===== src/density_clustering_dbscan_assert.svh =====
`ifndef DENSITY_CLUSTERING_DBSCAN_ASSERT_SVH
`define DENSITY_CLUSTERING_DBSCAN_ASSERT_SVH

`ifndef NO_ASSERTIONS
`define DBS_ASSERT_IMP(lbl, ante, cons, msg) \
   lbl: assert property (@(posedge clock) disable iff (reset) (ante) |-> (cons)) \
      else $error(msg);
`define DBS_ASSERT_NXT(lbl, ante, cons, msg) \
   lbl: assert property (@(posedge clock) disable iff (reset) (ante) |=> (cons)) \
      else $error(msg);
`else
`define DBS_ASSERT_IMP(lbl, ante, cons, msg)
`define DBS_ASSERT_NXT(lbl, ante, cons, msg)
`endif

`endif


===== src/dbs_pkg.sv =====
`timescale 1ns / 1ps
package dbs_pkg;

   localparam int MAX_POINTS = 64;
   localparam int COORD_BITS = 16;

   localparam int IDX_W     = $clog2(MAX_POINTS);
   localparam int CNT_W     = $clog2(MAX_POINTS + 1);
   localparam int LABEL_W   = 7;
   localparam int EPS_W     = 35;
   localparam int MINPTS_W  = 7;
   localparam int RIDX_W    = 6;
   localparam int PT_W      = 3 * COORD_BITS;
   localparam int DIFF_W    = COORD_BITS + 1;
   localparam int SQ_W      = 2 * DIFF_W;
   localparam int SUM_W     = SQ_W + 2;
   localparam int CMP_W     = (SUM_W > EPS_W) ? SUM_W : EPS_W;
   localparam int ADDR_W    = 4;
   localparam int DATA_W    = 64;

   localparam logic [EPS_W-1:0]    EPS_RESET    = EPS_W'(256);
   localparam logic [MINPTS_W-1:0] MINPTS_RESET = MINPTS_W'(4);

   localparam logic CMD_LOAD = 1'b0;
   localparam logic CMD_READ = 1'b1;

   localparam logic REG_EPS    = 1'b0;
   localparam logic REG_MINPTS = 1'b1;

   typedef struct packed {
      logic                         command;
      logic signed [COORD_BITS-1:0] coord_x;
      logic signed [COORD_BITS-1:0] coord_y;
      logic signed [COORD_BITS-1:0] coord_z;
      logic                         final_point;
      logic [RIDX_W-1:0]            read_index;
   } req_type;

   typedef struct packed {
      logic [RIDX_W-1:0]  point_index;
      logic [LABEL_W-1:0] cluster_id;
      logic [LABEL_W-1:0] cluster_total;
      logic               overflow;
   } rsp_type;

   typedef struct packed {
      logic            valid;
      logic            final_point;
      logic [PT_W-1:0] point;
   } load_type;

   typedef struct packed {
      logic             valid;
      logic [IDX_W-1:0] idx;
      logic             ref_load;
   } issue_type;

   typedef struct packed {
      logic             valid;
      logic [IDX_W-1:0] idx;
      logic             near;
      logic             busy;
   } hit_type;

endpackage


===== src/dbs_point_mem.sv =====
`timescale 1ns / 1ps
module dbs_point_mem (
   input  logic                     clock,
   input  logic                     we,
   input  logic [dbs_pkg::IDX_W-1:0] waddr,
   input  logic [dbs_pkg::PT_W-1:0]  wdata,
   input  logic [dbs_pkg::IDX_W-1:0] raddr,
   output logic [dbs_pkg::PT_W-1:0]  rdata
);

   logic [dbs_pkg::PT_W-1:0] mem [dbs_pkg::MAX_POINTS];
   logic [dbs_pkg::PT_W-1:0] rdata_ff;

   always_ff @(posedge clock) begin
      if (we) begin
         mem[waddr] <= wdata;
      end
      rdata_ff <= mem[raddr];
   end

   assign rdata = rdata_ff;

endmodule


===== config.mk =====
export PLATFORM = sky130hd
export DESIGN_NAME = dbs_point_mem
export DESIGN_NICKNAME = d
export VERILOG_FILES = /design/src/density_clustering_dbscan_assert.svh /design/src/dbs_pkg.sv /design/src/dbs_point_mem.sv
export SDC_FILE = /design/constraint.sdc
export NUM_CORES = 2
export LEC_CHECK = 0
export ABC_AREA = 0
export BUFFER_PORTS_ARGS = -buffer_cell sky130_fd_sc_hd__buf_2
export CORE_MARGIN = 3
export CORE_UTILIZATION = 50
export CTS_BUF_LIST = sky130_fd_sc_hd__clkbuf_4
export DETAILED_ROUTE_END_ITERATION = 8
export GPL_TIMING_DRIVEN = 0
export MAX_ROUTING_LAYER = met4
export PLACE_DENSITY_LB_ADDON = 0.2
export SKIP_CTS_REPAIR_TIMING = 1
export SLEW_MARGIN = 10
export SYNTH_ARGS = -nofsm -noshare
export SYNTH_HDL_FRONTEND = slang
export SYNTH_SLANG_ARGS = --single-unit

===== constraint.sdc =====
create_clock -name clock -period 5.9 [get_ports clock]
set_input_delay 0.295 -clock clock [delete_from_list [all_inputs] [get_ports clock]]
set_output_delay 0.295 -clock clock [all_outputs]
set_load 0.03 [all_outputs]

Word level (Yosys, flattened, before mapping)

Memories as Yosys holds them, arrays and structs flattened. A register that Yosys moved wholly into a read port is not among the register bits.
Index checks and enable logic that the tools add are counted.

Flip-flop bits (word level): 0
Memories kept: 1
Input bits: 62
Logic and storage cells: 3
Memory bits (writable): 3072

Multiplexer cells: 2

Memory list:

| memory | words | width | rd ports | clocked after Yosys merged registers in | write ports | line                | RTL |
|---|---|---|---|---|---|---|---|
| mem    | 64    | 48    | 1        | 1                                       | 1           | dbs_point_mem.sv:11 | `logic [dbs_pkg::PT_W-1:0] mem [dbs_pkg::MAX_POINTS];` |

Operators with widths:

| cell              | count |
|---|---|
| two-way mux 1 bit | 2 |

Logic depth before layout (Yosys ltp)

Depth after elaboration: 2
Gate-level depth with buffers: 9
Mapped depth without buffers: 5

Least setup slack after synthesis

No wires, ideal clock.

Path type: input port to flip-flop
Start point: input waddr[3] in the netlist's numbering
End point: memory mem[48][0] in the netlist's numbering, enable pin
Path slack: 1320 ps
Cell stages on the path: 4
Arrival: 4067 ps
Data required time: 5387 ps
Path buffers: 1
Path through: clkbuf_1 > nor2b_1 > nand4b_1 > nor3_1

RTL lines:

| element            | line                | RTL |
|---|---|---|
| start: declaration | dbs_point_mem.sv:5  | `input logic [dbs_pkg::IDX_W-1:0] waddr,` |
| end: declaration   | dbs_point_mem.sv:11 |  |

Straight into the memory's write port.

==> reports/metrics.cfg <==
[global_routing]
grt_max_degree=65
busiest_layer=met2
met3_usage=0.0705
overflow=0
grt_pass1_wl_um=472000
antenna_found_initial=27
grt_use_total=0.291
grt_pass1_vias=61900
grtUsageMet2=0.433
use_met1=0.395

[sta]
relSlewSlack=0.0552
fin_setup_tns_ns=0
clock.fmax_mhz=320
report.final.hold_viol_count=0
slew_viol_final=0
skew_ns=0.0907
hold_slack_ns=0.0335
fin_crit_sh=0.529
setup_viol=0
period_needed_ns=3.12
rsz0062_at_grt=no
worstMarginPinSlew_ns=1.42

[worst_hold_path]
min_from=raddr[4]
hold_depth=4
worstHoldPathType=primary input to flop

[layout]
final_cells=9794
final_nets=6191
postLayoutCellArea_um2=136000
area_growth_pct=16.5
drive_gt1_frac=0.379
fin_util=0.586

[run_status]
outcome=complete, no violations

[setup_path]
crit_slowest_cell=nand3b_1
worstSetupPathType=primary input to flop
crit_required_ns=7.11
startpoint=raddr[1]
ff2ff_path_depth=5
cp_num_buf_inv=4
cpPeakStageDelay_ns=0.86
cp.depth=9
crit_chain=buf_2 -> buf_4 -> buf_4 -> buf_2 -> nand3b_1 -> o221ai_1 -> a21oi_1 -> nor2_1 -> a221oi_1
cp_max_fo=11
startpoint_type=primary input
crit_family=simple AND/OR/NAND/NOR gates
worstSetupEndpointType=flop
r2r_start=mem[55][34]
critPathArrivalTime_ns=4.33

[placement]
place_area_um2=126000
io_buffers=101
place_inst=8376
gp_congestion=0.833
dp_hpwl_um=223000

[clocking]
cts_buffer_depth=4
htreeDepth=6
clk_pin_slew_ns=0.07
cts_tree=yes
insertion_delay_ns=1.49
root_buffer=clkbuf_4
cts_inserted_buffers=779
cts.sinks=3120

[pwr]
cellLeakagePower_uw=0.0437
p_per_area_nw_per_um2=329
ir_drop_mv=0.240

[detailed_routing]
vias=61700
wirelength_um=346000
vias_per_cell=6.30
dr.pass1.iters=6
route.detailed.drc=0
drt_iter0_drc=9323
antenna_left=0
avgRoutedWirePerCell_um=35.3

[synth]
syn_nets=5032
synth-main-ff-cell=edfxtp_1
synthDistinctLibCells=36
synth-edff-count=3072
synth_seq_area_share=0.796
syn_area_per_cell_um2=23.6
syn_inst=4970
yosys_warnings=0
ys_ff_latch=3120
synth_area_um2=117000
async_flop_share=0

[die]
fp.dieArea_um2=240000
fp.dieH_um=490
io_pins=110
initial_core_util=0.503
rows=177
dieWidth_um=490
core_um2=233000

[job]
cap_viol_max_count=0

-- cell type report --
cell class              instances  area, um^2
fillers                     17000       96300
flip-flops and latches       3120       93200
multi-input cells            1568       22900
clock buffers                1165        8750
repair buffers                378        5440
well taps                    3132        3920
plain buffers                 282        1500
clock inverters               114         634
diodes                         35        87.6
-- worst reg2reg max path: stages, from the launching register on --
cell and delay (ns):
edfxtp_1 0.35, mux4_2 0.49, o221ai_1 0.24, a21oi_1 0.10
nor2_1 0.83, a221oi_1 0.28
-- metrics by stage --
stage               total power [uW]  setup WS [ns]
floorplan                      26300           1.32
global placement               27500          -3.79
detailed placement             27600           1.47
CTS                            44900           3.07
global route                   46300           2.97
finish                         44800           2.78
-- cell families (layout without fill, tap and decap cells) --
group,Yosys count,in the layout,synth area share
AND/OR/NAND/NOR,253,253,0.00957
multiplexers,829,829,0.152
AO/OA/AOI/OAI,486,486,0.0302
flip-flops,3120,3120,0.796
buffers and inverters,282,1939,0.0128
other,0,35,0
-- synth_stat cells, types with 55 or more instances --
| library cell | count | area share |
|---|---|---|
| o22ai_1 | 122 | 0.0065 |
| clkbuf_1 | 98 | 0.0031 |
| a22oi_1 | 72 | 0.0046 |
| nor2_1 | 132 | 0.0042 |
| a221oi_1 | 83 | 0.0062 |
| mux2i_1 | 63 | 0.0054 |
| nand2_1 | 55 | 0.0018 |
| buf_2 | 98 | 0.0042 |
| mux4_2 | 754 | 0.14 |
| buf_4 | 62 | 0.0040 |
| a22o_1 | 57 | 0.0043 |
| a21oi_1 | 74 | 0.0032 |
| edfxtp_1 | 3072 | 0.79 |
-- layer usage --
layer | vias to the layer above | share of wire
li1 | 24400 | -
met1 | 32700 | 0.38
met2 | 3993 | 0.47
met3 | 620 | 0.11
met4 | 0 | 0.040
met5 | - | 0
-- report_power, final --
part,total [uW],switching [uW],internal [uW]
registers,24600,55.5,24500
clock network,17600,8410,9200
logic,2630,1760,875
-- path summary, 6_finish.rpt --
check                   end  slack [ns]
hold reg to reg   rdata[13]        0.78
setup / recovery  rdata[34]        2.78
hold / removal    rdata[42]        0.03
setup reg to reg  rdata[34]        3.37
-- registers in the layout (all words and copies together) (netlist names) --
signal / flops
rdata: 48
mem: 3072
-- layout by cell type, fill, tap and decap left out, types with 5 or more instances in the layout --
master	instances
a211oi_1	32
a21oi_1	74
a221oi_1	83
a22o_1	57
a22oi_1	72
a311oi_1	11
a31o_2	5
buf_1	12
buf_12	127
buf_16	50
buf_2	180
buf_4	94
buf_6	14
bufinv_16	7
clkbuf_1	94
clkbuf_2	5
clkbuf_4	1165
clkinv_1	78
clkinv_2	11
dfxtp_1	48
diode_2	35
dlygate4sd3_1	84
edfxtp_1	3072
inv_2	16
mux2_2	12
mux2i_1	63
mux4_2	754
nand2_1	55
nand2b_1	10
nand3_1	7
nand3b_1	5
nor2_1	70
nor2_4	62
nor2b_1	24
o221ai_1	28
o22ai_1	122
(Power assumes the default switching activity.)
