`config.mk`:
```
export PLATFORM = sky130hd
export DESIGN_NAME = dbs_dist
export DESIGN_NICKNAME = d
export VERILOG_FILES = /design/src/density_clustering_dbscan_assert.svh /design/src/dbs_pkg.sv /design/src/dbs_dist.sv
export SDC_FILE = /design/constraint.sdc
export NUM_CORES = 2
export LEC_CHECK = 0
export BUFFER_PORTS_ARGS = -buffer_cell sky130_fd_sc_hd__buf_2
export CAP_MARGIN = 25
export CORE_ASPECT_RATIO = 1.4
export CORE_MARGIN = 2
export CORE_UTILIZATION = 47
export CTS_CLUSTER_SIZE = 25
export DETAILED_ROUTE_END_ITERATION = 12
export SLEW_MARGIN = 15
export SYNTH_ARGS = -nofsm -noshare
export SYNTH_HDL_FRONTEND = slang
export SYNTH_SLANG_ARGS = --single-unit
export TNS_END_PERCENT = 30
```
`constraint.sdc`:
```
create_clock -name clock -period 11.8 [get_ports clock]
set_input_delay 2.36 -clock clock [delete_from_list [all_inputs] [get_ports clock]]
set_output_delay 2.36 -clock clock [all_outputs]
set_load 0.005 [all_outputs]
```
`src/density_clustering_dbscan_assert.svh`:
```
`ifndef DENSITY_CLUSTERING_DBSCAN_ASSERT_SVH
`define DENSITY_CLUSTERING_DBSCAN_ASSERT_SVH

`ifndef NO_ASSERTIONS
`define DBS_ASSERT_IMP(lbl, ante, cons, msg) \
   lbl: assert property (@(posedge clock) disable iff (reset) (ante) |-> (cons)) \
      else $error(msg);
`define DBS_ASSERT_NXT(lbl, ante, cons, msg) \
   lbl: assert property (@(posedge clock) disable iff (reset) (ante) |=> (cons)) \
      else $error(msg);
`else
`define DBS_ASSERT_IMP(lbl, ante, cons, msg)
`define DBS_ASSERT_NXT(lbl, ante, cons, msg)
`endif

`endif

```
`src/dbs_pkg.sv`:
```
`timescale 1ns / 1ps
package dbs_pkg;

   localparam int MAX_POINTS = 64;
   localparam int COORD_BITS = 16;

   localparam int IDX_W     = $clog2(MAX_POINTS);
   localparam int CNT_W     = $clog2(MAX_POINTS + 1);
   localparam int LABEL_W   = 7;
   localparam int EPS_W     = 35;
   localparam int MINPTS_W  = 7;
   localparam int RIDX_W    = 6;
   localparam int PT_W      = 3 * COORD_BITS;
   localparam int DIFF_W    = COORD_BITS + 1;
   localparam int SQ_W      = 2 * DIFF_W;
   localparam int SUM_W     = SQ_W + 2;
   localparam int CMP_W     = (SUM_W > EPS_W) ? SUM_W : EPS_W;
   localparam int ADDR_W    = 4;
   localparam int DATA_W    = 64;

   localparam logic [EPS_W-1:0]    EPS_RESET    = EPS_W'(256);
   localparam logic [MINPTS_W-1:0] MINPTS_RESET = MINPTS_W'(4);

   localparam logic CMD_LOAD = 1'b0;
   localparam logic CMD_READ = 1'b1;

   localparam logic REG_EPS    = 1'b0;
   localparam logic REG_MINPTS = 1'b1;

   typedef struct packed {
      logic                         command;
      logic signed [COORD_BITS-1:0] coord_x;
      logic signed [COORD_BITS-1:0] coord_y;
      logic signed [COORD_BITS-1:0] coord_z;
      logic                         final_point;
      logic [RIDX_W-1:0]            read_index;
   } req_type;

   typedef struct packed {
      logic [RIDX_W-1:0]  point_index;
      logic [LABEL_W-1:0] cluster_id;
      logic [LABEL_W-1:0] cluster_total;
      logic               overflow;
   } rsp_type;

   typedef struct packed {
      logic            valid;
      logic            final_point;
      logic [PT_W-1:0] point;
   } load_type;

   typedef struct packed {
      logic             valid;
      logic [IDX_W-1:0] idx;
      logic             ref_load;
   } issue_type;

   typedef struct packed {
      logic             valid;
      logic [IDX_W-1:0] idx;
      logic             near;
      logic             busy;
   } hit_type;

endpackage

```
`src/dbs_dist.sv`:
```
`timescale 1ns / 1ps
module dbs_dist (
   input  logic                        clock,
   input  logic                        reset,
   input  logic [dbs_pkg::EPS_W-1:0]   eps,
   input  dbs_pkg::issue_type          issue,
   input  logic [dbs_pkg::PT_W-1:0]    rdata,
   output dbs_pkg::hit_type            hit
);

   logic                        v1_ff, v2_ff;
   logic [dbs_pkg::IDX_W-1:0]   q1_ff, q2_ff;
   logic [dbs_pkg::PT_W-1:0]    ref_ff;
   logic [dbs_pkg::SQ_W-1:0]    sq_ff [3];
   logic [dbs_pkg::SQ_W-1:0]    sq_in [3];
   logic [dbs_pkg::SUM_W-1:0]   sum;
   logic [dbs_pkg::CMP_W-1:0]   sum_c, eps_c;

   always_comb begin
      logic signed [dbs_pkg::COORD_BITS-1:0] a, b;
      logic signed [dbs_pkg::DIFF_W-1:0]     d;
      logic signed [dbs_pkg::SQ_W-1:0]       p;
      for (int k = 0; k < 3; k++) begin
         a = rdata[k*dbs_pkg::COORD_BITS +: dbs_pkg::COORD_BITS];
         b = ref_ff[k*dbs_pkg::COORD_BITS +: dbs_pkg::COORD_BITS];
         d = dbs_pkg::DIFF_W'(a) - dbs_pkg::DIFF_W'(b);
         p = d * d;
         sq_in[k] = p;
      end
   end

   always_ff @(posedge clock) begin
      if (reset) begin
         v1_ff <= 1'b0;
         v2_ff <= 1'b0;
      end else begin
         v1_ff <= issue.valid;
         v2_ff <= v1_ff;
      end
      q1_ff <= issue.idx;
      q2_ff <= q1_ff;
      if (issue.ref_load) begin
         ref_ff <= rdata;
      end
      for (int k = 0; k < 3; k++) begin
         sq_ff[k] <= sq_in[k];
      end
   end

   // equal points give a zero sum and never count
   assign sum   = dbs_pkg::SUM_W'(sq_ff[0]) + dbs_pkg::SUM_W'(sq_ff[1])
                + dbs_pkg::SUM_W'(sq_ff[2]);
   assign sum_c = dbs_pkg::CMP_W'(sum);
   assign eps_c = dbs_pkg::CMP_W'(eps);

   assign hit.valid = v2_ff;
   assign hit.idx   = q2_ff;
   assign hit.near  = (sum_c != '0) && (sum_c < eps_c);
   assign hit.busy  = v1_ff | v2_ff;

endmodule

```
Word level (Yosys, flattened, before mapping)
Memory sizes are Yosys's and may differ from the RTL's.
Index checks and enable logic that the tools add are counted.

word-level totals
  flip-flop bits (word level) = 62
  memory bits (writable) = 102
  input bits = 93
  output and inout bits = 9
  word-level logic and storage cells = 18
  memories = 1

memories
  memory  words  width  read ports  clocked after memory_dff  write ports  RTL line        text
  sq_ff   3      34     3           0                         3            dbs_dist.sv:14  logic [dbs_pkg::SQ_W-1:0] sq_ff [3];

cells by class
  add/sub/neg operators = 5
  multiply operators = 3
  magnitude comparators = 1
  bitwise operators = 1
  reductions and logical operators = 2

operators with widths
  cell                                   count
  multiplier 17 x 17 -> 34 bit           3
  subtractor 16 x 16 -> 17 bit           3
  adder 35 x 34 -> 36 bit                1
  less-than comparator 36 x 35 -> 1 bit  1
  nonzero test 36 bit                    1
  adder 34 x 34 -> 35 bit                1
  logical AND 1 bit                      1
  bitwise OR 1 bit                       1

Depth between registers and ports, before layout
An unclocked memory read counts as a cell.

  word-level depth = 5
  mapped depth = 39
  mapped depth without buffers = 37

Least setup slack after synthesis
No wires, ideal clock.

  path kind = in2reg
  from = input rdata[0] (netlist name)
  to = memory sq_ff[0][32] (netlist name)
  setup time = 72 ps
  arrival = 10189 ps
  required time = 11728 ps
  path slack = 1539 ps
  stages on the path = 38
  buffers on the path = 3
  cells stage by stage = inv_1 -> ha_1 -> inv_1 -> fa_1 -> a21o_1 -> a21oi_1 -> nor2b_1 -> o21ai_0 -> a211oi_1 -> nor2_1 -> a31oi_1 -> and2_1 -> o31a_1 -> clkbuf_1 -> buf_1 -> nor2_1 -> fa_1 -> fa_1 -> [... 2 more ...] -> inv_1 -> fa_1 -> fa_1 -> inv_1 -> fa_1 -> inv_1 -> ha_1 -> clkbuf_1 -> a21o_1 -> a21o_1 -> a21o_1 -> a21oi_1 -> o211ai_1 -> a2111oi_0 -> nor2_1 -> o21a_1 -> nor2_1 -> xnor2_1

RTL lines
  item         RTL line        text
  from (decl)  dbs_dist.sv:7   input logic [dbs_pkg::PT_W-1:0] rdata,
  to (decl)    dbs_dist.sv:14

==> reports/results.md <==
• **cell mode on critical path** fa_1
• **final weighted congestion of routability-driven global placement** 0.888
• **Vert. Die Dim** 342 um
• **Clk Tree Root Cell** clkbuf_16
• **largest buffer count on any clock path** 2
• **Die Outline Area** 0.0839 mm^2
• **Starting DRT DRC Count** 1392
• **initial standard-cell utilization of the core** 0.475
• **Die X** 245 um
• **type of element launching the critical path** primary input
• **clock buffer count from CTS** 17
• **area inside the core boundary** 0.0806 mm^2
• **end point of the worst hold path** q2_ff[1]
• **Data arrival, critical path** 11.20 ns
• **worst hold start** q1_ff[1]
• **critical-path maximum fanout** 19
• **reg-to-reg critical path endpoint** sq_ff[0][101]
• **CTS tree** yes
• **vias in the first global route** 30438
• **clock transition at the register clock pins on the worst setup and hold paths after CTS** 0.07 ns
• **pin count of the biggest net entering global routing** 49
• **Slew Viols, Final** 0
• **Worst Skew** 0.0216 ns
• **Largest stage delay, worst path** 0.89 ns
• **count of antenna-violating nets left after detailed routing** 0
• **first-pass GRT wire length** 156000 um
• **Worst-Margin Slew** 0.977 ns
• **max_cap viols** 0
• **final setup vio count** 0
• **GRT Util Overall** 0.238
• **share of final-layout standard cells stronger than drive strength 1** 0.0537
• **Final Hold Viols** 0
• **origin of the critical flop-to-flop path** ref_ff[34]
• **unrepaired setup endpoints after global routing** no
• **# rows** 123
• **number of flops mapped to enable cells by yosys** 48
• **class of the worst hold path** reg -> reg
• **status** finished clean
• **average via count per standard cell** 5.09
• **number of levels the H-tree was split into** 4
• **vias post-DR** 26903
• **number of cells on the worst hold path** 0
• **half-perimeter wire length of the detailed placement result** 79700 um
• **final worst path period share** 0.918
• **shortest clock period the worst path allows after layout** 10.83 ns
• **unique cell type count in the Yosys netlist** 82
• **final total negative setup slack** 0 ns
• **path depth of the worst reg2reg path** 30
• **main flop type after synthesis** dfxtp_1
• **netlist area before placement** 0.0383 mm^2
• **count of port buffers added during placement** 101
• **Overflow after GRT** 0
• **cell count after synthesis** 4125
• **Worst Path Required** 12.17 ns
• **post-CTS setup buffer count** 0
• **flip-flop and latch count after synthesis** 161
• **Routed WL** 91800 um
• **average wire per cell in the routed design** 17.4 um
• **CTS Hold Bufs** 0
• **total of cells resized after clock tree synthesis** 0
• **share of synthesized flip-flops with an asynchronous set or reset** 0
• **Mapped Avg Cell Area** 9.29 um^2
• **length of the first detailed-routing pass in iterations** 7
• **initial antenna violation count** 2
• **# clock sinks** 161
• **instance area after placement** 0.0403 mm^2
• **fraction of the yosys area taken by sequential cells** 0.0966
• **remaining max-slew budget at the tightest pin** 0.348
• **post-route design area** 0.0408 mm^2
• **minimum setup slack among reg-to-reg paths** 2.64 ns
• **slowest stage cell on the critical path** fa_1
• **number of nets in the layout** 5521
• **Max Clock Freq** 0.0923 GHz
• **Synthesis Warnings** 0
• **critical path class** in -> reg
• **I/O pin count** 102
• **kind of capture point of the worst setup path** register
• **insertion delay of the later-clocked pin in the worst-skew pair** 0.50 ns
• **signed area change from the synthesized netlist to the final layout** 6.51%
• **DRC violation count after routing** 0
==> cell families after synthesis <==
| kind of cell | after synthesis | synth area share |
|---|---|---|
| AOI/OAI and AO/OA | 459 | 0.0781 |
| xor gates and xnor gates | 174 | 0.0399 |
| adders and majority gates | 1214 | 0.562 |
| buffers and inverters | 1201 | 0.118 |
| DFF | 161 | 0.0966 |
| muxes | 5 | 0.00137 |
| other | 2 | 0.000196 |
| and+or+nand+nor | 909 | 0.104 |
==> cell type report <==
| class | instances | area (um^2) |
|---|---|---|
| inverters | 1108 | 4160 |
| repair buffers | 162 | 963 |
| diodes | 1 | 2.50 |
| flip-flops and latches | 161 | 3700 |
| clock inverters | 13 | 119 |
| multi-input cells | 2764 | 30100 |
| clock buffers | 18 | 429 |
| fillers | 7694 | 39800 |
| well taps | 1062 | 1330 |
==> worst max-delay path, delay by kind of cell <==
| kind | cells | cell delay (ns) |
|---|---|---|
| XOR/XNOR | 1 | 0.12 |
| adder cells (fa/ha/maj) | 9 | 4.18 |
| AO/OA/AOI/OAI | 12 | 3.04 |
| buffers and inverters | 3 | 0.34 |
| AND/OR/NAND/NOR | 7 | 1.11 |
==> how the worst max path moves through the flow <==
stage | endpoint | cells past startpoint | slack (ns) | start
final | sq_ff[0][101] | 32 | 0.97 | rdata[32]
after global placement | sq_ff[0][101] | 32 | 0.63 | rdata[32]
after CTS | sq_ff[0][101] | 32 | 0.96 | rdata[32]
after global routing | sq_ff[0][101] | 32 | 0.25 | rdata[32]
after floorplan | sq_ff[0][32] | 38 | 1.54 | rdata[0]
after detailed placement | sq_ff[0][101] | 32 | 0.49 | rdata[32]
==> layout by cell type (no fill, tap or decap), drive strengths merged, types with 22 or more instances in the layout <==
master / n
inv: 1108
fa: 847
ha: 367
nor2: 348
nand2: 315
buf: 162
a21oi: 138
xnor2: 135
dfxtp: 113
o21ai: 81
a21o: 57
edfxtp: 48
nor3: 42
xor2: 39
nand3: 38
nand2b: 34
o21a: 29
and2: 29
nor2b: 24
o21bai: 22
==> per-layer routing <==
metal	global-route usage	vias up	routed length, um
met1	0.272	13539	34700
met2	0.456	548	50700
met4	0.0881	0	3520
li1	-	12636	-
met3	0.0224	180	2850
met5	0	-	0
==> through the flow <==
stage	util	hold WS, ns	cells	setup WS, ns
after floorplan	-	0.310	4126	1.54
after global placement	0.500	0.310	5257	0.632
after detailed placement	0.500	0.316	5257	0.489
after CTS	0.506	0.330	5288	0.964
after global routing	0.506	0.340	5289	0.249
final	0.506	0.332	5289	0.969
==> synth_stat cells, types with 3 or more instances <==
cell       instances  area, um^2
inv_2              4        15.0
nor3_1            40         200
edfxtp_1          48        1440
or4_1              6        45.0
o31ai_1           16         120
o2111ai_1          5        43.8
nor4_1             4        25.0
nand2_1          315        1180
or3_1             17         106
inv_1           1095        4110
o31a_1             6        52.6
dfxtp_1          113        2260
and3_1            14        87.6
fa_1             847       17000
nor2_1           348        1310
a21o_1            57         428
a2111oi_0          9        78.8
o21bai_1          22         165
nand3_1           38         190
o2111a_1           3        33.8
clkbuf_1          82         308
o211ai_1          10        75.1
a211o_1            4        35.0
or2_2             15        93.8
o21a_1            29         218
o21ai_0           78         390
nand2b_1          34         213
buf_2              8        40.0
mux2i_1            3        30.0
a31oi_1           13        81.3
a21boi_0          10        75.1
and2_1            29         181
o21ai_1            3        15.0
a211oi_1          19         143
o311ai_0           6        52.6
nand4_1           12        75.1
a21oi_1          137         686
ha_1             367        4590
clkinv_1           9        33.8
a221oi_1           3        26.3
xor2_1            39         342
nor2b_1           24         150
xnor2_1          134        1170
==> registers in the layout, indices dropped and copies added (netlist names) <==
signal and count:
v2_ff 1, q2_ff 6, v1_ff 1, q1_ff 6, sq_ff 99, ref_ff 48
Power is left out: the tool's default activity adds up to more than one toggle a clock period on the data nets, which glitch-free logic cannot reach.
