--- config.mk ---
export PLATFORM = sky130hd
export DESIGN_NAME = dbs_ctrl
export DESIGN_NICKNAME = d
export VERILOG_FILES = /design/src/density_clustering_dbscan_assert.svh /design/src/dbs_pkg.sv /design/src/dbs_ctrl.sv
export SDC_FILE = /design/constraint.sdc
export NUM_CORES = 1
export LEC_CHECK = 0
export CAP_MARGIN = 20
export CELL_PAD_IN_SITES_DETAIL_PLACEMENT = 1
export CELL_PAD_IN_SITES_GLOBAL_PLACEMENT = 1
export CORE_UTILIZATION = 53
export DETAILED_ROUTE_END_ITERATION = 6
export DONT_BUFFER_PORTS = 1
export PLACE_DENSITY = 0.9
export SLEW_MARGIN = 5
export SYNTH_ARGS = -nofsm -noshare
export SYNTH_HDL_FRONTEND = slang
export SYNTH_SLANG_ARGS = --single-unit
--- constraint.sdc ---
create_clock -name clock -period 6.6 [get_ports clock]
set_input_delay 1.32 -clock clock [delete_from_list [all_inputs] [get_ports clock]]
set_output_delay 1.32 -clock clock [all_outputs]
set_load 0.005 [all_outputs]
--- src/density_clustering_dbscan_assert.svh ---
`ifndef DENSITY_CLUSTERING_DBSCAN_ASSERT_SVH
`define DENSITY_CLUSTERING_DBSCAN_ASSERT_SVH

`ifndef NO_ASSERTIONS
`define DBS_ASSERT_IMP(lbl, ante, cons, msg) \
   lbl: assert property (@(posedge clock) disable iff (reset) (ante) |-> (cons)) \
      else $error(msg);
`define DBS_ASSERT_NXT(lbl, ante, cons, msg) \
   lbl: assert property (@(posedge clock) disable iff (reset) (ante) |=> (cons)) \
      else $error(msg);
`else
`define DBS_ASSERT_IMP(lbl, ante, cons, msg)
`define DBS_ASSERT_NXT(lbl, ante, cons, msg)
`endif

`endif

--- src/dbs_pkg.sv ---
`timescale 1ns / 1ps
package dbs_pkg;

   localparam int MAX_POINTS = 64;
   localparam int COORD_BITS = 16;

   localparam int IDX_W     = $clog2(MAX_POINTS);
   localparam int CNT_W     = $clog2(MAX_POINTS + 1);
   localparam int LABEL_W   = 7;
   localparam int EPS_W     = 35;
   localparam int MINPTS_W  = 7;
   localparam int RIDX_W    = 6;
   localparam int PT_W      = 3 * COORD_BITS;
   localparam int DIFF_W    = COORD_BITS + 1;
   localparam int SQ_W      = 2 * DIFF_W;
   localparam int SUM_W     = SQ_W + 2;
   localparam int CMP_W     = (SUM_W > EPS_W) ? SUM_W : EPS_W;
   localparam int ADDR_W    = 4;
   localparam int DATA_W    = 64;

   localparam logic [EPS_W-1:0]    EPS_RESET    = EPS_W'(256);
   localparam logic [MINPTS_W-1:0] MINPTS_RESET = MINPTS_W'(4);

   localparam logic CMD_LOAD = 1'b0;
   localparam logic CMD_READ = 1'b1;

   localparam logic REG_EPS    = 1'b0;
   localparam logic REG_MINPTS = 1'b1;

   typedef struct packed {
      logic                         command;
      logic signed [COORD_BITS-1:0] coord_x;
      logic signed [COORD_BITS-1:0] coord_y;
      logic signed [COORD_BITS-1:0] coord_z;
      logic                         final_point;
      logic [RIDX_W-1:0]            read_index;
   } req_type;

   typedef struct packed {
      logic [RIDX_W-1:0]  point_index;
      logic [LABEL_W-1:0] cluster_id;
      logic [LABEL_W-1:0] cluster_total;
      logic               overflow;
   } rsp_type;

   typedef struct packed {
      logic            valid;
      logic            final_point;
      logic [PT_W-1:0] point;
   } load_type;

   typedef struct packed {
      logic             valid;
      logic [IDX_W-1:0] idx;
      logic             ref_load;
   } issue_type;

   typedef struct packed {
      logic             valid;
      logic [IDX_W-1:0] idx;
      logic             near;
      logic             busy;
   } hit_type;

endpackage

--- src/dbs_ctrl.sv ---
`timescale 1ns / 1ps
module dbs_ctrl (
   input  logic                           clock,
   input  logic                           reset,
   input  logic [dbs_pkg::MINPTS_W-1:0]   min_pts,
   input  dbs_pkg::load_type              load,
   input  logic                           rd_en,
   input  logic [dbs_pkg::RIDX_W-1:0]     rd_idx,
   output logic [dbs_pkg::LABEL_W-1:0]    rd_label,
   output logic [dbs_pkg::LABEL_W-1:0]    clusters,
   output logic                           dropped,
   output logic                           busy,
   output logic                           pm_we,
   output logic [dbs_pkg::IDX_W-1:0]      pm_waddr,
   output logic [dbs_pkg::PT_W-1:0]       pm_wdata,
   output logic [dbs_pkg::IDX_W-1:0]      pm_raddr,
   output dbs_pkg::issue_type             issue,
   input  dbs_pkg::hit_type               hit
);

   typedef enum logic [7:0] {
      S_IDLE    = 8'b0000_0001,
      S_START   = 8'b0000_0010,
      S_REF_RD  = 8'b0000_0100,
      S_REF_CAP = 8'b0000_1000,
      S_SWEEP   = 8'b0001_0000,
      S_DRAIN   = 8'b0010_0000,
      S_SEED    = 8'b0100_0000,
      S_SCAN    = 8'b1000_0000
   } state_type;

   localparam int N = dbs_pkg::MAX_POINTS;
   localparam int IW = dbs_pkg::IDX_W;
   localparam int CW = dbs_pkg::CNT_W;

   state_type               state_ff, state_in;
   logic [CW-1:0]           count_ff, count_in;
   logic                    dropped_ff, dropped_in;
   logic [dbs_pkg::LABEL_W-1:0] clusters_ff, clusters_in;
   logic                    expand_ff, expand_in;
   logic [IW-1:0]           p_ff, p_in;
   logic [IW-1:0]           q_ff, q_in;
   logic [IW-1:0]           s_ff, s_in;
   logic [CW-1:0]           i_ff, i_in;
   logic [CW-1:0]           nb_ff, nb_in;
   logic [CW-1:0]           pend_ff, pend_in;
   logic [N-1:0]            core_ff, core_in;
   logic [N-1:0]            labeled_ff, labeled_in;
   logic [N-1:0]            pending_ff, pending_in;

   logic                    lw_en;
   logic [IW-1:0]           lw_addr;
   logic [dbs_pkg::LABEL_W-1:0] lw_data;
   logic [IW-1:0]           i_idx;
   logic [IW-1:0]           rd_addr;

   logic [dbs_pkg::LABEL_W-1:0] label_mem [N];
   logic [dbs_pkg::LABEL_W-1:0] lbl_data_ff;
   logic                    lbl_ok_ff;

   assign i_idx = i_ff[IW-1:0];

   always_comb begin
      state_in    = state_ff;
      count_in    = count_ff;
      dropped_in  = dropped_ff;
      clusters_in = clusters_ff;
      expand_in   = expand_ff;
      p_in        = p_ff;
      q_in        = q_ff;
      s_in        = s_ff;
      i_in        = i_ff;
      nb_in       = nb_ff;
      pend_in     = pend_ff;
      core_in     = core_ff;
      labeled_in  = labeled_ff;
      pending_in  = pending_ff;
      lw_en       = 1'b0;
      lw_addr     = hit.idx;
      lw_data     = clusters_ff;
      pm_we       = 1'b0;
      pm_raddr    = q_ff;
      issue.valid    = 1'b0;
      issue.idx      = q_ff;
      issue.ref_load = 1'b0;

      if (hit.valid && hit.near) begin
         if (!expand_ff) begin
            nb_in = nb_ff + CW'(1);
         end else if (!labeled_ff[hit.idx]) begin
            labeled_in[hit.idx] = 1'b1;
            lw_en = 1'b1;
            if (core_ff[hit.idx]) begin
               pending_in[hit.idx] = 1'b1;
               pend_in = pend_ff + CW'(1);
            end
         end
      end

      case (state_ff)
         S_IDLE: begin
            if (load.valid) begin
               if (count_ff == '0) begin
                  dropped_in = 1'b0;
               end
               if (count_ff < CW'(N)) begin
                  pm_we = 1'b1;
                  count_in = count_ff + CW'(1);
               end else begin
                  dropped_in = 1'b1;
               end
               if (load.final_point) begin
                  state_in = S_START;
               end
            end
         end
         S_START: begin
            labeled_in  = '0;
            pending_in  = '0;
            clusters_in = '0;
            expand_in   = 1'b0;
            p_in        = '0;
            if (count_ff == '0) begin
               state_in = S_IDLE;
            end else begin
               state_in = S_REF_RD;
            end
         end
         S_REF_RD: begin
            pm_raddr = p_ff;
            q_in     = '0;
            state_in = S_REF_CAP;
         end
         S_REF_CAP: begin
            issue.ref_load = 1'b1;
            issue.valid    = 1'b1;
            nb_in          = '0;
            q_in           = q_ff + IW'(1);
            if (count_ff == CW'(1)) begin
               state_in = S_DRAIN;
            end else begin
               state_in = S_SWEEP;
            end
         end
         S_SWEEP: begin
            issue.valid = 1'b1;
            q_in        = q_ff + IW'(1);
            if (CW'(q_ff) + CW'(1) == count_ff) begin
               state_in = S_DRAIN;
            end
         end
         S_DRAIN: begin
            if (!hit.busy) begin
               if (expand_ff) begin
                  state_in = S_SCAN;
               end else begin
                  core_in[p_ff] = (32'(nb_ff) >= 32'(min_pts));
                  if (CW'(p_ff) + CW'(1) == count_ff) begin
                     expand_in = 1'b1;
                     i_in      = '0;
                     state_in  = S_SEED;
                  end else begin
                     p_in     = p_ff + IW'(1);
                     state_in = S_REF_RD;
                  end
               end
            end
         end
         S_SEED: begin
            if (i_ff == count_ff) begin
               count_in = '0;
               state_in = S_IDLE;
            end else if (core_ff[i_idx] && !labeled_ff[i_idx]) begin
               clusters_in         = clusters_ff + dbs_pkg::LABEL_W'(1);
               labeled_in[i_idx]   = 1'b1;
               pending_in[i_idx]   = 1'b1;
               pend_in             = CW'(1);
               lw_en               = 1'b1;
               lw_addr             = i_idx;
               lw_data             = clusters_ff + dbs_pkg::LABEL_W'(1);
               s_in                = '0;
               state_in            = S_SCAN;
            end else begin
               i_in = i_ff + CW'(1);
            end
         end
         S_SCAN: begin
            if (pend_ff == '0) begin
               i_in     = i_ff + CW'(1);
               state_in = S_SEED;
            end else if (pending_ff[s_ff]) begin
               pending_in[s_ff] = 1'b0;
               pend_in          = pend_ff - CW'(1);
               p_in             = s_ff;
               state_in         = S_REF_RD;
            end else if (CW'(s_ff) + CW'(1) == count_ff) begin
               s_in = '0;
            end else begin
               s_in = s_ff + IW'(1);
            end
         end
         default: begin
            state_in = S_IDLE;
         end
      endcase
   end

   always_ff @(posedge clock) begin
      if (reset) begin
         state_ff    <= S_IDLE;
         count_ff    <= '0;
         dropped_ff  <= 1'b0;
         clusters_ff <= '0;
         expand_ff   <= 1'b0;
         labeled_ff  <= '0;
         pending_ff  <= '0;
         pend_ff     <= '0;
      end else begin
         state_ff    <= state_in;
         count_ff    <= count_in;
         dropped_ff  <= dropped_in;
         clusters_ff <= clusters_in;
         expand_ff   <= expand_in;
         labeled_ff  <= labeled_in;
         pending_ff  <= pending_in;
         pend_ff     <= pend_in;
      end
      p_ff    <= p_in;
      q_ff    <= q_in;
      s_ff    <= s_in;
      i_ff    <= i_in;
      nb_ff   <= nb_in;
      core_ff <= core_in;
   end

   assign rd_addr = IW'(rd_idx);

   always_ff @(posedge clock) begin
      if (lw_en) begin
         label_mem[lw_addr] <= lw_data;
      end
      if (rd_en) begin
         lbl_data_ff <= label_mem[rd_addr];
         lbl_ok_ff   <= labeled_ff[rd_addr] && (32'(rd_idx) < N);
      end
   end

   assign rd_label = lbl_ok_ff ? lbl_data_ff : '0;
   assign clusters = clusters_ff;
   assign dropped  = dropped_ff;
   assign busy     = (state_ff != S_IDLE);
   assign pm_waddr = count_ff[IW-1:0];
   assign pm_wdata = load.point;

endmodule

== After elaboration in Yosys (flattened, before gate mapping) ==
Memory sizes are Yosys's and may differ from the RTL's. A register that Yosys moved wholly into a read port is not among the register bits.
Index checks and enable logic that the tools add are counted.

* Register bits: 256
* RAM bits: 448
* Output and inout port bits: 85
* Logic and storage cells: 216
* Memories kept: 1

{| class="wikitable"
|+ Memory list
! name !! words !! width !! read ports !! clocked after Yosys merged registers in !! wr ports !! line !! RTL
|-
| label_mem || 64 || 7 || 1 || 1 || 1 || dbs_ctrl.sv:57 || <nowiki>logic [dbs_pkg::LABEL_W-1:0] label_mem [N];</nowiki>
|}

* $add $sub $neg: 12
* $lt $le $gt $ge: 11
* Equality and inequality tests: 33
* Mux-type cells: 110
* Bitwise operators: 8
* Reductions and logical operators: 26

{| class="wikitable"
|+ Operators with widths
! kind !! number
|-
| $mux 64 || 13
|-
| $or 64x64->64 || 4
|-
| $pmux 64 s3 || 1
|-
| $mux 7 || 22
|-
| $pmux 64 s2 || 1
|-
| $mux 6 || 15
|-
| $mux 8 || 9
|-
| $and 64x64->64 || 1
|-
| $bwmux 64 || 1
|-
| $not 64->64 || 1
|-
| $pmux 8 s8 || 1
|-
| $pmux 7 s2 || 3
|-
| $bmux 1 s6 || 6
|-
| $add 7x1->7 const B || 5
|-
| $lt 6x7->1 const B || 5
|-
| $ne 2x2->1 const B || 17
|-
| $eq 7x7->1 || 4
|-
| $mux 1 || 28
|-
| $demux 1 s6 || 4
|-
| $ge 6x1->1 const B || 4
|-
| $pmux 6 s2 || 2
|-
| $add 6x1->7 const B || 3
|-
| $pmux 7 s3 || 1
|-
| $add 6x1->6 const B || 3
|-
| 30 further kinds || 46
|}

== Depth between registers and ports, before layout ==
Gate-level depths: netlist of run 1.

* Depth in word-level cells: 13
* Depth in mapped cells: 14
* Mapped depth without buffers: 10

== Least setup slack after synthesis of run 1 ==
No wires, ideal clock.

* Path kind: reg2reg
* Start point: reg i_ff[1]
* End point: mem label_mem[0][4] (netlist name), data pin
* Data arrival time: 4443 ps
* Setup slack: 1590 ps
* Stages on the path, launching flop included: 12
* Buffers on the path: 4
* Period minus slack after synthesis: 5010 ps
* Cells stage by stage: edfxtp_1 buf_2 mux2_2 a221oi_1 o21ai_0 a2111o_1 buf_2 nand2_2 buf_2 buf_2 nor2_1 xnor2_1

* Word-level cells in the longest chain between the ends: 7
* Elaborated cells between the ends (all ways): 10
* Those cells by class: eq/ne (1); mux (7); reduce/logical (2)

{| class="wikitable"
|+ RTL lines
! what !! line !! RTL
|-
| start: declaration || dbs_ctrl.sv:44 || <nowiki>logic [CW-1:0] i_ff, i_in;</nowiki>
|-
| start signal: assignment || dbs_ctrl.sv:231 || <nowiki>i_ff <= i_in;</nowiki>
|-
| $bmux 1 s6 || dbs_ctrl.sv:173 || <nowiki>end else if (core_ff[i_idx] && !labeled_ff[i_idx]) begin</nowiki>
|-
| $mux 1 (implied by the code) || dbs_ctrl.sv:173 ||
|-
| $logic_not 1->1 || dbs_ctrl.sv:173 ||
|-
| $logic_and 1x1->1 || dbs_ctrl.sv:173 ||
|-
| $mux 7 || - ||
|-
| $mux 7 (*) || - ||
|-
| $mux 7 (*) || dbs_ctrl.sv:100 || <nowiki>case (state_ff)</nowiki>
|-
| via lw_data, one bit || dbs_ctrl.sv:53 || <nowiki>logic [dbs_pkg::LABEL_W-1:0] lw_data;</nowiki>
|-
| end: declaration || dbs_ctrl.sv:57 ||
|}

The timed path passes the listed nets; every way through them passes the cells marked *. The select of a mux whose other input is x is not followed.

== Final worst setup path of run 1 ==
* Start point: reg i_ff[1]
* End point: mem label_mem[16][6] (netlist name) (enable)

* Word-level cells in the longest chain between the ends: 9
* Elaborated cells between the ends (all ways): 15
* Those cells by class: eq/ne (1); mux (12); reduce/logical (2)

{| class="wikitable"
|+ RTL lines
! what !! line !! RTL
|-
| $bmux 1 s6 || dbs_ctrl.sv:173 ||
|-
| $mux 1 (implied by the code) || dbs_ctrl.sv:173 ||
|-
| $logic_not 1->1 || dbs_ctrl.sv:173 ||
|-
| $logic_and 1x1->1 || dbs_ctrl.sv:173 ||
|-
| $mux 1 || dbs_ctrl.sv:173 ||
|-
| $mux 1 || dbs_ctrl.sv:170 || <nowiki>if (i_ff == count_ff) begin</nowiki>
|-
| $mux 1 || dbs_ctrl.sv:100 ||
|-
| $mux 1 || dbs_ctrl.sv:239 || <nowiki>if (lw_en) begin</nowiki>
|-
| $mux 1 (implied by the code) || dbs_ctrl.sv:240 || <nowiki>label_mem[lw_addr] <= lw_data;</nowiki>
|}

Parallel ways exist; a longest one is shown, timed or not. The select of a mux whose other input is x is not followed.

==> results of run 1 <==
kinds of logic after synthesis:
| family | after synthesis | share of synthesized area (%) |
|---|---|---|
| adders and majority gates | 19 | 0.693 |
| xor gates and xnor gates | 60 | 1.53 |
| muxes | 310 | 16.7 |
| and+or+nand+nor | 711 | 11.2 |
| buffers and inverters | 301 | 4.13 |
| AOI/OAI and AO/OA | 487 | 8.42 |
| DFF | 711 | 57.4 |
worst paths after layout:
| path | start | endpoint | slack [ns] |
|---|---|---|---|
| max | i_ff[1] | label_mem[16][6] | 0.45 |
| min | dropped | dropped | 0.50 |
| max reg2reg | i_ff[1] | label_mem[16][6] | 0.45 |
| min reg2reg | dropped | dropped | 0.50 |
stage by stage:
step                power (mW)  setup WS (ns)
detailed placement        5.38          0.896
floorplan                 5.33           1.59
finish                    9.65          0.455
CTS                       9.61          0.700
global placement          5.35           1.19
global route              9.80          0.361
routing by layer:
metal  share of wire (%)  global-route usage (%)  up-vias  wire (um)
met5               0.022                   0.439        -         27
met4                 7.7                    23.1        4       9460
met1                  33                    44.6    12700      40500
li1                    -                       -     9865          -
met2                  46                    57.0     2470      55800
met3                  14                    13.4      761      16800
area by class of cell:
| type | count | area (um^2) |
|---|---|---|
| Multi-Input combinational cell | 1587 | 13400 |
| Tap cell | 846 | 1060 |
| Inverter | 28 | 105 |
| Clock buffer | 96 | 2030 |
| Antenna cell | 11 | 27.5 |
| Clock inverter | 39 | 425 |
| Sequential cell | 711 | 19700 |
| Timing Repair Buffer | 88 | 716 |
| Fill cell | 6167 | 26100 |
critical path, cell delays in order, from the launching register on:
cell and delay (ns):
edfxtp_1 1.13, nand2b_1 0.71, o22ai_1 0.14, o21ai_0 0.32, nand3_1 0.24, nor4_1 0.57
and2_1 1.07, a21oi_1 0.61, nor3_1 0.97
cells in the mapped netlist (70+ instances only):
cell	number	area, um^2
and3_1	145	907
nand3_1	72	360
nor3_1	70	350
nand2_1	98	368
mux4_2	204	4590
o22ai_1	73	457
clkbuf_1	136	510
mux2i_1	73	731
a21oi_1	143	716
dfxtp_1	166	3320
edfxtp_1	545	16400
nor2_1	142	533
o21ai_0	162	811
power breakdown:
group          total (mW)  internal (mW)  switching [mW]
Clock                4.33           2.41            1.93
Combinational       0.452          0.202           0.251
Sequential           4.86           4.81          0.0471
Total                9.65           7.42            2.23
placed cells by master (no fill, tap or decap), drive strengths merged, types with 84 or more instances in the layout:
master,netlist,final
clkbuf,137,100
nand2,99,99
mux4,206,206
a21oi,143,143
buf,136,84
edfxtp,545,545
dfxtp,166,166
nor2,142,142
o21ai,166,166
and3,145,145
sequential cells by signal, summed over array words and instances, names as in the netlist, 7 cells and up:
| name | count |
|---|---|
| i_ff | 7 |
| clusters | 7 |
| pending_ff | 64 |
| pend_ff | 7 |
| state_ff | 8 |
| nb_ff | 7 |
| labeled_ff | 64 |
| core_ff | 64 |
| label_mem | 448 |
| lbl_data_ff | 7 |
| count_ff | 7 |
==> flow_metrics.env, run 1 <==
export IMPL_synthDistinctLibCells=82
export IMPL_synth_area_um2=34300
export IMPL_postLayoutCellArea_um2=37400
export IMPL_worstSetupPathType="reg -> reg"
export IMPL_vias=25800
export IMPL_period_share_pct=93.1
export IMPL_status="complete, but fails checks"
export IMPL_required_ns=6.87
export IMPL_nNetsFinal=2583
export IMPL_rsz0062_at_grt="false"
export IMPL_finalSetupTns_ns=0
export IMPL_dp_cells=3242
export IMPL_drc_errors=28
export IMPL_hold_viol_final=0
export IMPL_wirelength_um=123000
export IMPL_grt_start_max_net_pins=129
export IMPL_violations="design-rule violations"
export IMPL_post_drt_wl_per_cell_um=36.0
export IMPL_fmax_mhz=163
export IMPL_portBuffers=0
export IMPL_start_util_pct=54.0
export IMPL_drive_above_1_share_pct=18.9
export IMPL_track_usage_pct=37.1
export IMPL_synthCells=2599
export IMPL_die_width_um=256
export IMPL_hold_path_class="reg -> reg"
export IMPL_dp_hpwl_um=69500
export IMPL_antenna_found_initial=13
export IMPL_ctsResizeCount=0
export IMPL_worstRegToRegCells=8
export IMPL_dr_pass1_iters=7
export IMPL_syn_mean_instance_area_um2=13.2
export IMPL_timing_final_crit_period_ns=6.15
export IMPL_startpoint_type="flip-flop"
export IMPL_clk_latency_ns=0.68
export IMPL_coreArea_um2=63500
export IMPL_gp_congestion=0.945
export IMPL_power_static_leakage_nw=13.2
export IMPL_num_rows=92
export IMPL_cp_arrival_ns=6.41
export IMPL_drt_iter0_drc=4338
export IMPL_overflow=0
export IMPL_post_cts_setup_buffer_count=0
export IMPL_fin_cells=3406
export IMPL_setup_viol=0
export IMPL_pwr_density_cell_nw_per_um2=258
export IMPL_ctsHoldBuffers=0
export IMPL_synth_seq_cells=711
export IMPL_max_slew_margin_pct=14.8
export IMPL_die_area_um2=65800
export IMPL_fin_hold_ws_ns=0.500
export IMPL_pin_count=160
export IMPL_synthToLayoutAreaGrowth_pct=9.02
export IMPL_dieHeight_um=256
export IMPL_synthArstFlopShare_pct=0
export IMPL_cts_tree="built"
export IMPL_slew_violations=0
export IMPL_finalClockSkew_ns=0.0460
export IMPL_clock_path_buffers=3
export IMPL_synth_edf_count=545
export IMPL_dpl_cell_area_um2=34700
export IMPL_grt_pass1_vias=26300
export IMPL_cts_max_level=3
export IMPL_synthFlopType="edfxtp_1"
export IMPL_yosys_warnings=0
export IMPL_cp_end_kind="flip-flop"
export IMPL_synth_fp_nets=2693
export IMPL_maxCapViolations=0
export IMPL_cts_num_sinks=711
export IMPL_clkTransAtPathRegs_ns=0.06
export IMPL_ys_seq_area_share_pct=57.4
export IMPL_grt_pass1_wl_um=180000
export IMPL_worst_pin_slew_ns=1.28
export IMPL_utilization_pct=58.9
export IMPL_antenna_left=0
export IMPL_vias_per_cell=7.59
export IMPL_irDropWorstVdd_mv=0.226
export IMPL_whs_path_depth=2
export IMPL_cts_made_buffers=73
export IMPL_cts_root_buf="clkbuf_16"
export IMPL_cp_max_fo=24
(Power assumes the default switching activity.)
==> run 2: changes to the inputs <==
--- a/config.mk
+++ b/config.mk
@@ -11,7 +11,7 @@
 export CORE_UTILIZATION = 53
 export DETAILED_ROUTE_END_ITERATION = 6
 export DONT_BUFFER_PORTS = 1
-export PLACE_DENSITY = 0.9
+export PLACE_DENSITY = 0.77
 export SLEW_MARGIN = 5
 export SYNTH_ARGS = -nofsm -noshare
 export SYNTH_HDL_FRONTEND = slang
==> flow_metrics.env, run 2 (same netlist as run 1, synthesis figures left out) <==
export IMPL_status="finished, final reports clean"
export IMPL_power_switching_mw=2.15
export IMPL_die_width_um=256
export IMPL_num_rows=92
export IMPL_required_ns=6.85
export IMPL_power_static_leakage_nw=13.2
export IMPL_coreArea_um2=63500
export IMPL_gp_congestion=0.948
export IMPL_pwr_density_cell_nw_per_um2=260
export IMPL_wirelength_um=112000
export IMPL_grt_start_max_net_pins=129
export IMPL_cp_arrival_ns=5.87
export IMPL_dp_hpwl_um=70500
export IMPL_drive_above_1_share_pct=18.7
export IMPL_slew_violations=0
export IMPL_pwr_share_clk_pct=45.5
export IMPL_rrSetupSlack_ns=0.98
export IMPL_final_cell_mix="edfxtp_1, mux4_2, dfxtp_1, o21ai_0, and3_1"
export IMPL_cp_end_kind="flip-flop"
export IMPL_hold_viol_final=0
export IMPL_fin_ws_ns=0.979
export IMPL_cp_max_fo=21
export IMPL_r2r_start="i_ff[1]"
export IMPL_grt_pass1_wl_um=165000
export IMPL_hp_start="dropped"
export IMPL_overflow=0
export IMPL_die_area_um2=65800
export IMPL_clkTransAtPathRegs_ns=0.06
export IMPL_dieHeight_um=256
export IMPL_cts_num_sinks=711
export IMPL_antenna_found_initial=3
export IMPL_nNetsFinal=2581
export IMPL_cts_made_buffers=77
export IMPL_maxCapViolations=0
export IMPL_finalSetupTns_ns=0
export IMPL_post_place_ws_ns=1.25
export IMPL_post_cts_setup_buffer_count=0
export IMPL_fin_hold_ws_ns=0.499
export IMPL_regToRegEndpoint="label_mem[62][6]"
export IMPL_p_int_mw=7.57
export IMPL_start_util_pct=54.0
export IMPL_synthToLayoutAreaGrowth_pct=8.95
export IMPL_portBuffers=0
export IMPL_largest_register_ffs=448
export IMPL_cts_tree="built"
export IMPL_irDropWorstVdd_mv=0.211
export IMPL_holdPathEnd="dropped"
export IMPL_vias_per_cell=7.12
export IMPL_cts_max_level=3
export IMPL_post_drt_wl_per_cell_um=33.1
export IMPL_worst_pin_slew_ns=1.28
export IMPL_drt_iter0_drc=2934
export IMPL_ctsHoldBuffers=0
export IMPL_finalClockSkew_ns=0.0265
export IMPL_grt_pass1_vias=24700
export IMPL_track_usage_pct=34.0
export IMPL_startpoint_type="flip-flop"
export IMPL_layout_commonest_cell="edfxtp_1"
export IMPL_clock_path_buffers=3
export IMPL_cts_root_buf="clkbuf_16"
export IMPL_max_slew_margin_pct=14.6
export IMPL_whs_path_depth=2
export IMPL_timing_final_crit_period_ns=5.62
export IMPL_pin_count=160
export IMPL_swShare_pct=22.1
export IMPL_power_frac_seq_pct=50.0
export IMPL_fmax_mhz=178
export IMPL_setup_viol=0
export IMPL_antenna_left=0
export IMPL_crit_start="i_ff[1]"
export IMPL_rsz0062_at_grt="false"
export IMPL_ctsResizeCount=0
export IMPL_p_comb_share_pct=4.5
export IMPL_drc_errors=0
export IMPL_hold_path_class="reg -> reg"
export IMPL_vias=24200
export IMPL_worstSetupPathType="reg -> reg"
export IMPL_clk_latency_ns=0.65
export IMPL_worstRegToRegCells=10
export IMPL_dr_pass1_iters=7
export IMPL_regMostFlops="label_mem"
export IMPL_period_share_pct=85.2
[run 2: cell count changes in the layout (fill, tap and decap cells not counted), sizes merged]
cell and delta:
clkbuf +15, buf -11, diode -10, bufinv +2
clkinvlp -2, clkinv -1
[run 2: layer usage]
metal	wire [um]	up-vias	share of wire (%)	global-route usage [%]
li1	-	9864	-	-
met4	5700	2	5.1	15.9
met5	15	-	0.013	0
met3	11400	386	10	7.78
met2	52700	1550	47	53.7
met1	42600	12400	38	44.7
[run 2: how the worst max path moves through the flow]
| stage | to | cells after the start |
|---|---|---|
| floorplan | label_mem[0][4] | 11 |
| global placement | label_mem[15][4] | 9 |
| detailed placement | label_mem[62][6] | 10 |
| CTS | label_mem[62][5] | 10 |
| global route | label_mem[62][6] | 9 |
| finish | label_mem[62][6] | 10 |
[run 2: per-stage QoR]
step,cells,power (mW),cell area (um^2),utilization (%)
after floorplan,2599,5.33,34300,-
after global placement,3233,5.36,34700,54.5
after detailed placement,3234,5.38,34700,54.6
after CTS,3378,9.73,37200,58.6
after global routing,3399,9.91,37400,58.8
final,3399,9.72,37400,58.8
[run 2: final cells by class]
class,count,area (um^2)
Fill cell,6171,26200
Sequential cell,711,19700
Multi-Input combinational cell,1587,13300
Clock buffer,106,2130
Tap cell,846,1060
Timing Repair Buffer,82,616
Clock inverter,38,438
Inverter,28,105
Antenna cell,1,2.50
[run 2: power by group through the flow]
stage / Clock (mW) / Sequential [mW] / Combinational (mW)
floorplan: 0 / 4.94 / 0.394
global placement: 0 / 4.95 / 0.404
detailed placement: 0 / 4.96 / 0.422
CTS: 4.44 / 4.86 / 0.429
global route: 4.58 / 4.86 / 0.462
finish: 4.42 / 4.86 / 0.435
[run 2: critical path: stages (launching register included)]
cell and delay (ns):
edfxtp_1 0.63, buf_4 0.34, nor2b_2 0.10, buf_4 0.25, a22o_1 0.22, a221oi_1 0.43
o311ai_1 0.27, nor3_1 0.43, nand3_1 0.66, or3_1 0.76, a221oi_1 1.12
